--- config.mk ---
export PLATFORM = sky130hd
export DESIGN_NAME = mono_downmix_gain_pan_mixer
export DESIGN_NICKNAME = d
export VERILOG_FILES = /design/src/sv/mdgp_pkg.sv /design/src/sv/mdgp_norm.sv /design/src/sv/mdgp_gain.sv /design/src/sv/mdgp_pan.sv /design/src/sv/mdgp_fin.sv /design/src/sv/mono_downmix_gain_pan_mixer.sv
export SDC_FILE = /design/constraint.sdc
export NUM_CORES = 2
export LEC_CHECK = 0
export ABC_AREA = 1
export CORE_MARGIN = 10
export CORE_UTILIZATION = 55
export CTS_CLUSTER_SIZE = 14
export DETAILED_ROUTE_END_ITERATION = 10
export DONT_BUFFER_PORTS = 1
export GPL_TIMING_DRIVEN = 0
export PLACE_DENSITY = 0.7
export SLEW_MARGIN = 20
export SYNTH_ARGS = -nofsm -noshare
export SYNTH_HDL_FRONTEND = slang
export SYNTH_SLANG_ARGS = --single-unit
--- constraint.sdc ---
create_clock -name i_clk -period 8 [get_ports i_clk]
set_input_delay 2.4 -clock i_clk [delete_from_list [all_inputs] [get_ports i_clk]]
set_output_delay 2.4 -clock i_clk [all_outputs]
set_load 0.01 [all_outputs]
--- src/sv/mdgp_pkg.sv ---
`timescale 1ns / 1ps
// ----------------------------------------------------------------------------
// Mono downmix gain and pan mixer package
// Shared types, register indexes and constants of the mixer datapath.
// ----------------------------------------------------------------------------
package mdgp_pkg;

    // Q1.15 unity, also the ceiling of every coefficient
    localparam logic [15:0] Q_ONE = 16'd32768;

    // register reset values
    localparam logic       RST_SAMPLE_WIDTH = 1'b1;
    localparam logic       RST_CHANNEL_MODE = 1'b1;
    localparam logic [15:0] RST_GAIN        = 16'd32768;
    localparam logic [15:0] RST_LEFT_PAN    = 16'd23170;
    localparam logic [15:0] RST_RIGHT_PAN   = 16'd23170;

    // sample format and channel mode codes
    localparam logic SW_8BIT   = 1'b0;
    localparam logic CM_STEREO = 1'b1;

    typedef enum logic [2:0] {
        REG_SAMPLE_WIDTH = 3'd0,
        REG_CHANNEL_MODE = 3'd1,
        REG_GAIN         = 3'd2,
        REG_LEFT_PAN     = 3'd3,
        REG_RIGHT_PAN    = 3'd4
    } t_reg_idx;

    // configuration as seen by the datapath stages; coefficients already clamped
    typedef struct packed {
        logic        sample_width;
        logic        channel_mode;
        logic [15:0] gain;
        logic [15:0] left_pan;
        logic [15:0] right_pan;
    } t_cfg;

endpackage

--- src/sv/mdgp_norm.sv ---
`timescale 1ns / 1ps
// ----------------------------------------------------------------------------
// Normalise and downmix stage
// Brings raw samples to Q1.15 and averages a stereo frame to mono; in mono mode it passes the first sample.
// ----------------------------------------------------------------------------
module mdgp_norm (
    input  logic                i_clk,
    input  logic                i_rst_n,
    input  mdgp_pkg::t_cfg      i_cfg,
    input  logic                i_valid,
    output logic                o_ready,
    input  logic [15:0]         i_first,
    input  logic [15:0]         i_second,
    output logic                o_valid,
    input  logic                i_ready,
    output logic signed [15:0]  o_mono
);

    logic               r_vld;
    logic signed [15:0] r_mono;
    logic signed [15:0] n_mono;
    logic signed [15:0] a_q15;
    logic signed [15:0] b_q15;
    logic signed [16:0] sum;

    always_comb begin
        if (i_cfg.sample_width == mdgp_pkg::SW_8BIT) begin
            // (s - 128) << 8: flip the offset bit, move into the top byte
            a_q15 = {~i_first[7], i_first[6:0], 8'd0};
            b_q15 = {~i_second[7], i_second[6:0], 8'd0};
        end else begin
            a_q15 = i_first;
            b_q15 = i_second;
        end
        sum = 17'(a_q15) + 17'(b_q15);
        if (i_cfg.channel_mode == mdgp_pkg::CM_STEREO) begin
            n_mono = sum[16:1];
        end else begin
            n_mono = a_q15;
        end
    end

    assign o_ready = !r_vld || i_ready;

    always_ff @(posedge i_clk) begin
        if (!i_rst_n) begin
            r_vld <= 1'b0;
        end else if (o_ready) begin
            r_vld <= i_valid;
        end
        if (o_ready && i_valid) begin
            r_mono <= n_mono;
        end
    end

    assign o_valid = r_vld;
    assign o_mono  = r_mono;

endmodule

--- src/sv/mdgp_gain.sv ---
`timescale 1ns / 1ps
// ----------------------------------------------------------------------------
// Gain stage
// Multiplies the mono value by the Q1.15 gain with a floor shift of 15.
// ----------------------------------------------------------------------------
module mdgp_gain (
    input  logic                i_clk,
    input  logic                i_rst_n,
    input  mdgp_pkg::t_cfg      i_cfg,
    input  logic                i_valid,
    output logic                o_ready,
    input  logic signed [15:0]  i_mono,
    output logic                o_valid,
    input  logic                i_ready,
    output logic signed [15:0]  o_scaled
);

    logic               r_vld;
    logic signed [15:0] r_scaled;
    logic signed [16:0] coef;
    logic signed [32:0] prod;

    assign coef = signed'({1'b0, i_cfg.gain});
    assign prod = coef * i_mono;
    assign o_ready = !r_vld || i_ready;

    always_ff @(posedge i_clk) begin
        if (!i_rst_n) begin
            r_vld <= 1'b0;
        end else if (o_ready) begin
            r_vld <= i_valid;
        end
        if (o_ready && i_valid) begin
            // coefficient <= unity, so the floored product fits 16 bits
            r_scaled <= prod[30:15];
        end
    end

    assign o_valid  = r_vld;
    assign o_scaled = r_scaled;

endmodule

--- src/sv/mdgp_pan.sv ---
`timescale 1ns / 1ps
// ----------------------------------------------------------------------------
// Pan stage
// Splits the scaled mono value into left and right by the pan coefficients.
// ----------------------------------------------------------------------------
module mdgp_pan (
    input  logic                i_clk,
    input  logic                i_rst_n,
    input  mdgp_pkg::t_cfg      i_cfg,
    input  logic                i_valid,
    output logic                o_ready,
    input  logic signed [15:0]  i_scaled,
    output logic                o_valid,
    input  logic                i_ready,
    output logic signed [15:0]  o_left,
    output logic signed [15:0]  o_right
);

    logic               r_vld;
    logic signed [15:0] r_left;
    logic signed [15:0] r_right;
    logic signed [16:0] coef_l;
    logic signed [16:0] coef_r;
    logic signed [32:0] prod_l;
    logic signed [32:0] prod_r;

    assign coef_l  = signed'({1'b0, i_cfg.left_pan});
    assign coef_r  = signed'({1'b0, i_cfg.right_pan});
    assign prod_l  = coef_l * i_scaled;
    assign prod_r  = coef_r * i_scaled;
    assign o_ready = !r_vld || i_ready;

    always_ff @(posedge i_clk) begin
        if (!i_rst_n) begin
            r_vld <= 1'b0;
        end else if (o_ready) begin
            r_vld <= i_valid;
        end
        if (o_ready && i_valid) begin
            r_left  <= prod_l[30:15];
            r_right <= prod_r[30:15];
        end
    end

    assign o_valid = r_vld;
    assign o_left  = r_left;
    assign o_right = r_right;

endmodule

--- src/sv/mdgp_fin.sv ---
`timescale 1ns / 1ps
// ----------------------------------------------------------------------------
// Output scaling stage
// Scales each channel by 32767/32768 toward zero; holds the output request.
// ----------------------------------------------------------------------------
module mdgp_fin (
    input  logic                i_clk,
    input  logic                i_rst_n,
    input  logic                i_valid,
    output logic                o_ready,
    input  logic signed [15:0]  i_left,
    input  logic signed [15:0]  i_right,
    output logic                o_valid,
    input  logic                i_ready,
    output logic signed [15:0]  o_left,
    output logic signed [15:0]  o_right
);

    logic               r_vld;
    logic signed [15:0] r_left;
    logic signed [15:0] r_right;

    // v * 32767 / 32768, truncated toward zero; the input already lies in
    // [-1, 1) so no saturation is needed
    function automatic logic signed [15:0] scale_out(input logic signed [15:0] v);
        logic signed [31:0] p;
        logic signed [31:0] q;
        p = (32'(v) <<< 15) - 32'(v);
        q = p + (p[31] ? 32'sd32767 : 32'sd0);
        return q[30:15];
    endfunction

    assign o_ready = !r_vld || i_ready;

    always_ff @(posedge i_clk) begin
        if (!i_rst_n) begin
            r_vld <= 1'b0;
        end else if (o_ready) begin
            r_vld <= i_valid;
        end
        if (o_ready && i_valid) begin
            r_left  <= scale_out(i_left);
            r_right <= scale_out(i_right);
        end
    end

    assign o_valid = r_vld;
    assign o_left  = r_left;
    assign o_right = r_right;

endmodule

--- src/sv/mono_downmix_gain_pan_mixer.sv ---
`timescale 1ns / 1ps
// An accepted input request passes the normalise, gain, pan and output registers to the master side.
// Throughput: one frame per cycle while the master side does not stall; the four register stages each hold one frame.
// A stall on the master side backs up stage by stage, dropping and repeating nothing.
// Reset (synchronous, active low) empties the pipeline and loads the register defaults:
// 16-bit samples, stereo downmix, unity gain, both pan coefficients at 23170.
// ----------------------------------------------------------------------------
// Mono downmix gain and pan mixer
// Four-stage pipeline: normalise/downmix, gain, pan, output scaling.
// ----------------------------------------------------------------------------
module mono_downmix_gain_pan_mixer (
    input  logic        i_clk,
    input  logic        i_rst_n,
    // configuration write channel
    input  logic        i_cfg_valid,
    output logic        o_cfg_ready,
    input  logic [2:0]  i_cfg_index,
    input  logic [15:0] i_cfg_data,
    // input frame stream
    input  logic        i_s_tvalid,
    output logic        o_s_tready,
    input  logic [31:0] i_s_tdata,   // [15:0] first_sample, [31:16] second_sample
    // output frame stream
    output logic        o_m_tvalid,
    input  logic        i_m_tready,
    output logic [31:0] o_m_tdata    // [15:0] left_out, [31:16] right_out
);

    // ------------------------------------------------------------------
    // Configuration registers; coefficients are clamped to unity on write
    // so the stages never see a value above Q1.15 one.
    // ------------------------------------------------------------------
    mdgp_pkg::t_cfg r_cfg;
    logic [15:0]    cfg_coef;
    logic [2:0]     r_occ;
    logic [2:0]     n_occ;

    // hold a write off until the pipeline is empty and no input request is
    // offered, so every frame sees one setting from entry to exit
    assign o_cfg_ready = (r_occ == 3'd0) && !i_s_tvalid;
    assign cfg_coef    = (i_cfg_data > mdgp_pkg::Q_ONE) ? mdgp_pkg::Q_ONE : i_cfg_data;

    always_ff @(posedge i_clk) begin
        if (!i_rst_n) begin
            r_cfg.sample_width <= mdgp_pkg::RST_SAMPLE_WIDTH;
            r_cfg.channel_mode <= mdgp_pkg::RST_CHANNEL_MODE;
            r_cfg.gain         <= mdgp_pkg::RST_GAIN;
            r_cfg.left_pan     <= mdgp_pkg::RST_LEFT_PAN;
            r_cfg.right_pan    <= mdgp_pkg::RST_RIGHT_PAN;
        end else if (i_cfg_valid && o_cfg_ready) begin
            unique case (mdgp_pkg::t_reg_idx'(i_cfg_index))
                mdgp_pkg::REG_SAMPLE_WIDTH: r_cfg.sample_width <= i_cfg_data[0];
                mdgp_pkg::REG_CHANNEL_MODE: r_cfg.channel_mode <= i_cfg_data[0];
                mdgp_pkg::REG_GAIN:         r_cfg.gain         <= cfg_coef;
                mdgp_pkg::REG_LEFT_PAN:     r_cfg.left_pan     <= cfg_coef;
                mdgp_pkg::REG_RIGHT_PAN:    r_cfg.right_pan    <= cfg_coef;
                default: ;  // drop writes to unused indexes
            endcase
        end
    end

    // ------------------------------------------------------------------
    // Datapath. Each stage advances when its output slot is empty or the
    // stage after it takes the request, so bubbles collapse under stall.
    // ------------------------------------------------------------------
    logic               s1_valid, s1_ready;
    logic signed [15:0] s1_mono;
    logic               s2_valid, s2_ready;
    logic signed [15:0] s2_scaled;
    logic               s3_valid, s3_ready;
    logic signed [15:0] s3_left, s3_right;
    logic signed [15:0] s4_left, s4_right;

    // stage 1: Q1.15 normalisation and stereo average
    mdgp_norm u_norm (
        .i_clk    (i_clk),
        .i_rst_n  (i_rst_n),
        .i_cfg    (r_cfg),
        .i_valid  (i_s_tvalid),
        .o_ready  (o_s_tready),
        .i_first  (i_s_tdata[15:0]),
        .i_second (i_s_tdata[31:16]),
        .o_valid  (s1_valid),
        .i_ready  (s1_ready),
        .o_mono   (s1_mono)
    );

    // stage 2: gain multiply
    mdgp_gain u_gain (
        .i_clk    (i_clk),
        .i_rst_n  (i_rst_n),
        .i_cfg    (r_cfg),
        .i_valid  (s1_valid),
        .o_ready  (s1_ready),
        .i_mono   (s1_mono),
        .o_valid  (s2_valid),
        .i_ready  (s2_ready),
        .o_scaled (s2_scaled)
    );

    // stage 3: left and right pan multiplies
    mdgp_pan u_pan (
        .i_clk    (i_clk),
        .i_rst_n  (i_rst_n),
        .i_cfg    (r_cfg),
        .i_valid  (s2_valid),
        .o_ready  (s2_ready),
        .i_scaled (s2_scaled),
        .o_valid  (s3_valid),
        .i_ready  (s3_ready),
        .o_left   (s3_left),
        .o_right  (s3_right)
    );

    // stage 4: output scaling, also the output register
    mdgp_fin u_fin (
        .i_clk    (i_clk),
        .i_rst_n  (i_rst_n),
        .i_valid  (s3_valid),
        .o_ready  (s3_ready),
        .i_left   (s3_left),
        .i_right  (s3_right),
        .o_valid  (o_m_tvalid),
        .i_ready  (i_m_tready),
        .o_left   (s4_left),
        .o_right  (s4_right)
    );

    assign o_m_tdata = {s4_right, s4_left};

    // ------------------------------------------------------------------
    // Occupancy count of requests in flight; gates configuration writes
    // and feeds the checks below.
    // ------------------------------------------------------------------
    always_comb begin
        n_occ = r_occ;
        if (i_s_tvalid && o_s_tready) begin
            n_occ = n_occ + 3'd1;
        end
        if (o_m_tvalid && i_m_tready) begin
            n_occ = n_occ - 3'd1;
        end
    end

    always_ff @(posedge i_clk) begin
        if (!i_rst_n) begin
            r_occ <= 3'd0;
        end else begin
            r_occ <= n_occ;
        end
    end

    // pipeline never holds more requests than it has stages
    a_occ_bound: assert property (@(posedge i_clk) disable iff (!i_rst_n)
        r_occ <= 3'd4)
        else $error("mixer holds more than four requests");

    // input side only stalls when every stage is full and the output is held
    a_stall_full: assert property (@(posedge i_clk) disable iff (!i_rst_n)
        !o_s_tready |-> (o_m_tvalid && !i_m_tready && r_occ == 3'd4))
        else $error("input stalled with room in the pipeline");

    // an empty pipeline shows no result
    a_empty_idle: assert property (@(posedge i_clk) disable iff (!i_rst_n)
        (r_occ == 3'd0) |-> !o_m_tvalid)
        else $error("result shown with nothing in flight");

    // output scaling never yields full-scale negative
    a_no_min: assert property (@(posedge i_clk) disable iff (!i_rst_n)
        o_m_tvalid |-> (o_m_tdata[15:0] != 16'h8000 && o_m_tdata[31:16] != 16'h8000))
        else $error("full-scale negative reached the output");

    // reset empties the pipeline
    a_rst_empty: assert property (@(posedge i_clk)
        !i_rst_n |=> !o_m_tvalid)
        else $error("result valid after reset");

endmodule
* After elaboration in Yosys (flattened, before gate mapping)
Cells that the tools add are included.
** Word-level totals
- Word-level logic and storage cells :: 64
- Flip-flop bits (word level) :: 153
- Bits in latches :: 0
- Output and inout bits :: 35
- Memories kept :: 0
- Input bits :: 56
- RAM bits :: 0
- ROM bits :: 0
** Operators by class
- Shift-type cells :: 0
- Order comparisons :: 1
- Muxes and demuxes :: 8
- Reductions and logical operators :: 23
- Eq/ne operators :: 4
- Div/mod/pow operators :: 0
- $add $sub $neg :: 7
- Multiply operators :: 3
- Bitwise logic cells :: 2
** Operators by type and width (count)
- 17-bit by 16-bit multiplier with 31-bit output :: 3
- 16-bit 2-to-1 mux :: 4
- 31-bit by 16-bit subtractor with 32-bit output :: 2
- 31-bit adder :: 2
- 15-bit 2-to-1 mux :: 2
- 16-bit by 16-bit adder with 17-bit output :: 1
- 16-bit greater-than comparator (second input constant) :: 1
- 2-bit AND reduction :: 5
- 1-bit logical AND :: 7
- 3-bit by 2-bit equality test with 1-bit output (second input constant) :: 2
- 3-bit logical NOT :: 2
- 3-bit 2-to-1 mux :: 2
- 1-bit logical NOT :: 5
- 1-bit logical OR :: 4
- 3-bit by 1-bit adder with 3-bit output (second input constant) :: 1
- 3-bit by 1-bit equality test with 1-bit output (second input constant) :: 1
- 3-bit equality test (second input constant) :: 1
- 3-bit by 1-bit subtractor with 3-bit output (second input constant) :: 1
- 1-bit NOT :: 2

* Longest topological paths before layout
- Word-level depth :: 9
- Gate-level depth with buffers :: 27
- Mapped depth without buffers :: 25

* By module
Synthesis repeated with hierarchy kept, for this count alone.
** Unflattened totals
- Cells, all modules :: 5733
- Area, all modules :: 39983.3 um^2
** Modules (own cells, without submodules)
- mdgp_pan :: instances 1, cells each 2650, area each 19397.4 um^2, sequential area each 980.9 um^2
- mdgp_gain :: instances 1, cells each 1279, area each 9585.4 um^2, sequential area each 500.5 um^2
- mdgp_fin :: instances 1, cells each 1228, area each 6784.0 um^2, sequential area each 980.9 um^2
- mono_downmix_gain_pan_mixer :: instances 1, cells each 258, area each 2222.1 um^2, sequential area each 1061.0 um^2
- mdgp_norm :: instances 1, cells each 318, area each 1994.4 um^2, sequential area each 500.5 um^2

* Worst setup path before layout
OpenSTA, ideal clock, no wires.
- Path type :: register to register
- Start :: register r_cfg[10] (netlist bit)
- End :: register u_pan.r_right[4], in the netlist u_pan.o_right[4], data pin
- Data required time :: 7.742 ns
- Library setup time :: 0.258 ns
- Stages on the path, launching flop included :: 20
- Buffers on the path :: 2
- Period minus slack after synthesis :: 5.641 ns
- Data arrival time :: 5.383 ns
- Slack :: 2.359 ns
- Cell sequence :: dfxtp_1 > clkbuf_1 > clkbuf_1 > nand2_1 > fa_1 > fa_1 > fa_1 > fa_1 > inv_1 > fa_1 > inv_1 > fa_1 > inv_1 > ha_1 > nand2_1 > nor4_1 > a21oi_1 > o21ai_0 > a21oi_1 > xnor2_1
** Between the ends
- Longest elaborated chain between the ends :: 1
** RTL lines
- from (decl) :: line mono_downmix_gain_pan_mixer.sv:33 : mdgp_pkg::t_cfg r_cfg;
- 17-bit by 16-bit multiplier with 31-bit output :: line mdgp_pan.sv:30 : assign prod_r = coef_r * i_scaled;
- via u_pan.prod_r[19] :: line mdgp_pan.sv:25 : logic signed [32:0] prod_r;
- to (signal assigned) :: line mdgp_pan.sv:41 : r_right <= prod_r[30:15];
- to (decl) :: line mdgp_pan.sv:21 : logic signed [15:0] r_right;
The timed path passes the listed nets, and every way through them passes these cells.
A chain may end at the register's enable or synchronous reset.

* Worst setup path after layout
- Start :: register u_gain.r_scaled[1], in the netlist u_gain.o_scaled[1]
- End :: register u_pan.r_left[9], in the netlist u_pan.o_left[9], data pin
** Between the ends
- Longest elaborated chain between the ends :: 1
** RTL lines
- from (decl) :: line mdgp_gain.sv:19 : logic signed [15:0] r_scaled;
- from (signal assigned) :: line mdgp_gain.sv:35 : r_scaled <= prod[30:15];
- 17-bit by 16-bit multiplier with 31-bit output :: line mdgp_pan.sv:29 : assign prod_l = coef_l * i_scaled;
- via u_pan.prod_l[24] :: line mdgp_pan.sv:24 : logic signed [32:0] prod_l;
- to (signal assigned) :: line mdgp_pan.sv:40 : r_left <= prod_l[30:15];
- to (decl) :: line mdgp_pan.sv:20 : logic signed [15:0] r_left;
The timed path passes the listed nets, and every way through them passes these cells.

==> impl_metrics.env <==
export IMPL_gp_congestion=0.990
export IMPL_antenna_cells=0
export IMPL_grt_pass1_vias=33292
export IMPL_cts_hold_fix_buffers=0
export IMPL_finalWirelength_um=107000
export IMPL_slowest_stage="clkbuf_1"
export IMPL_syn_inst=5190
export IMPL_wl_per_cell_um=17.6
export IMPL_drc=0
export IMPL_worstSetupEndpointType="register"
export IMPL_worstPathArrival_ns=7.20
export IMPL_async_flop_share_pct=0
export IMPL_setup_viol=0
export IMPL_synth_yosys_seq_area_share_pct=10.6
export IMPL_synth_largest_area_cell="fa_1"
export IMPL_fin_area_um2=39700
export IMPL_placedInstanceArea_um2=39000
export IMPL_numCtsBuffers=17
export IMPL_slew_headroom_pct=32.3
export IMPL_outcome="finished clean"
export IMPL_fp_row_count=96
export IMPL_grt_total_usage_pct=27.7
export IMPL_cts_resized_gates=0
export IMPL_finalSetupTns_ns=0
export IMPL_vias_per_cell=5.30
export IMPL_ys_flop_type="edfxtp_1"
export IMPL_rsz0062_at_grt="false"
export IMPL_post_route_period_util_pct=87.2
export IMPL_synth_common_cells="1379 x nand2_1, 1352 x inv_1, 580 x fa_1"
export IMPL_start_util_pct=55.3
export IMPL_cts_sinks=153
export IMPL_first_iter_violations=2369
export IMPL_crit_top_cell="fa_1"
export IMPL_cts_root_buf="clkbuf_16"
export IMPL_coreArea_um2=68500
export IMPL_fp_dieW_um=282
export IMPL_die_area_um2=79800
export IMPL_critPathMaxStageDelay_ns=0.66
export IMPL_avgSynthCellArea_um2=7.30
export IMPL_drt_pass1_iterations=8
export IMPL_dp_hpwl_um=92000
export IMPL_fp_dieH_um=282
export IMPL_synth_most_common_cell="nand2_1"
export IMPL_fin_skew_ns=0.0142
export IMPL_synth_top_area_share_pct=30.6
export IMPL_fmax_ghz=0.143
export IMPL_grt_max_degree=33
export IMPL_synth_area_um2=37900
export IMPL_hp_class="reg2reg"
export IMPL_io_buffers=0
export IMPL_multi_input_area_um2=28100
export IMPL_synth_area_leaders="fa_1 31%, nand2_1 14%, inv_1 13%, ha_1 13%, edfxtp_1 7.6%"
export IMPL_seqCellArea_um2=4020
export IMPL_drtAntennaViolNets=0
export IMPL_overflow=0
export IMPL_worst_ep_required_time_ns=8.22
export IMPL_hold_viol=0
export IMPL_worst_pin_slew_ns=1.02
export IMPL_cts_setup_buffers=0
export IMPL_route_vias_total=32334
export IMPL_max_cap_violations=0
export IMPL_period_needed_ns=6.98
export IMPL_synth_edf_count=96
export IMPL_drive_gt1_share_pct=2.53
export IMPL_synthDistinctLibCells=49
export IMPL_maxSlewViolCount=0
export IMPL_cts_tree="done"
export IMPL_cp_start_kind="register"
export IMPL_fillers=6554
export IMPL_syn_nets=6228
export IMPL_clk_latency_ns=0.49
export IMPL_crit_path_cell_trace="clkbuf_1 -> buf_1 -> nand2_1 -> fa_1 -> fa_1 -> fa_1 -> inv_1 -> fa_1 -> fa_1 -> inv_1 -> fa_1 -> inv_1 -> ha_1 -> a21oi_1 -> inv_1 -> a31oi_1 -> o221ai_1 -> a21oi_1 -> o21ai_0 -> xor2_1"
export IMPL_path_clk_slew_ns=0.07
export IMPL_synth_warnings=0
export IMPL_io_pins=91
export IMPL_grt_pass1_wl_um=173000
export IMPL_num_nets_final=6249
export IMPL_worstPathMaxFanout=10
export IMPL_syn2layout_area_growth_pct=4.70
export IMPL_htree_levels=4
export IMPL_antenna_found_initial=0
export IMPL_crit_type="reg2reg"
export IMPL_holdWs_ns=0.483
export IMPL_synth_seq_cells=153
export IMPL_clk_path_buf_depth=2
-- final timing paths --
path / from / endpoint / slack [ns] / depth (start not counted)
setup / recovery: u_gain.o_scaled[1] / u_pan.o_left[9] / 1.02 / 20
hold / removal: u_norm.o_valid / u_gain.o_valid / 0.48 / 2
setup reg to reg: u_gain.o_scaled[1] / u_pan.o_left[9] / 1.02 / 20
hold reg to reg: u_norm.o_valid / u_gain.o_valid / 0.48 / 2
-- routing by layer --
layer  global-route usage (%)  wire length, µm  part of all wire (%)
met5                        0                0                     0
met4                     13.8             5790                   5.4
met3                     4.52             7220                   6.7
met2                     49.0            52600                    49
met1                     32.1            41600                    39
-- final cells by class --
cell class,instances,share of cell area (%)
well taps,882,2.78
multi-input cells,3486,70.7
plain buffers,190,1.80
inverters,1361,12.9
clock inverters,14,0.505
flip-flops and latches,153,10.1
clock buffers,18,1.08
repair buffers,2,0.0788
-- worst max-delay path, delay by kind of cell, from the launching register on --
kind            cells  cell delay (ns)
fa+ha+maj           7             3.44
buf+inv             6             1.39
compound gates      5             1.02
flops               1             0.50
simple gates        1             0.17
xor+xnor            1             0.16
-- stage by stage --
step / setup WS (ns) / util, % / std cells
2_1_floorplan: 2.36 / - / 5190
3_3_place_gp: 1.21 / 57.0 / 6072
3_5_place_dp: 1.11 / 57.0 / 6074
4_1_cts: 1.12 / 57.9 / 6106
5_1_grt: 0.754 / 57.9 / 6106
6_report: 1.02 / 57.9 / 6106
-- state kept, by name, summed over array words and instances (netlist names) --
name and flops:
r_cfg 50, r_occ 3, u_fin.o_left 16, u_fin.o_right 16, u_fin.o_valid 1, u_gain.o_scaled 16, u_gain.o_valid 1, u_norm.o_mono 16
u_norm.o_valid 1, u_pan.o_left 16, u_pan.o_right 16, u_pan.o_valid 1
-- kinds of logic (layout without fill, tap and decap cells) --
logic type | count (synthesis) | after routing | synth area share, %
XOR/XNOR | 115 | 115 | 2.75
AND/OR/NAND/NOR | 1955 | 1955 | 21.1
buffers and inverters | 1551 | 1585 | 15.4
flip-flops | 153 | 153 | 10.6
AO/OA/AOI/OAI | 434 | 434 | 6.24
adder cells (fa/ha/maj) | 982 | 982 | 43.9
-- layout by cell type, fill, tap and decap left out, types with 3 or more instances in the layout --
cell          n
a21boi_0      5
a21o_1       14
a21oi_1     215
a221oi_1      3
a31oi_1       7
and2_1        5
buf_1         3
bufinv_16     3
clkbuf_1    186
clkbuf_16    17
clkinv_1      3
dfxtp_1      57
edfxtp_1     96
fa_1        580
ha_1        402
inv_1      1351
inv_2         7
inv_6         4
inv_8         4
nand2_1    1379
nand2_2      21
nand3_1     121
nand3b_1     12
nand4_1      44
nor2_1      263
nor2_2       18
nor2_4        7
nor3_1       25
nor4_1       18
o211ai_1     10
o21a_1       12
o21ai_0     140
o21ai_1       7
o21bai_1      8
o221ai_1      3
o31ai_1       4
or2_2        32
xnor2_1      41
xor2_1       71
Power is left out: the tool's default activity adds up to more than one toggle a clock period on the data nets, which glitch-free logic cannot reach.
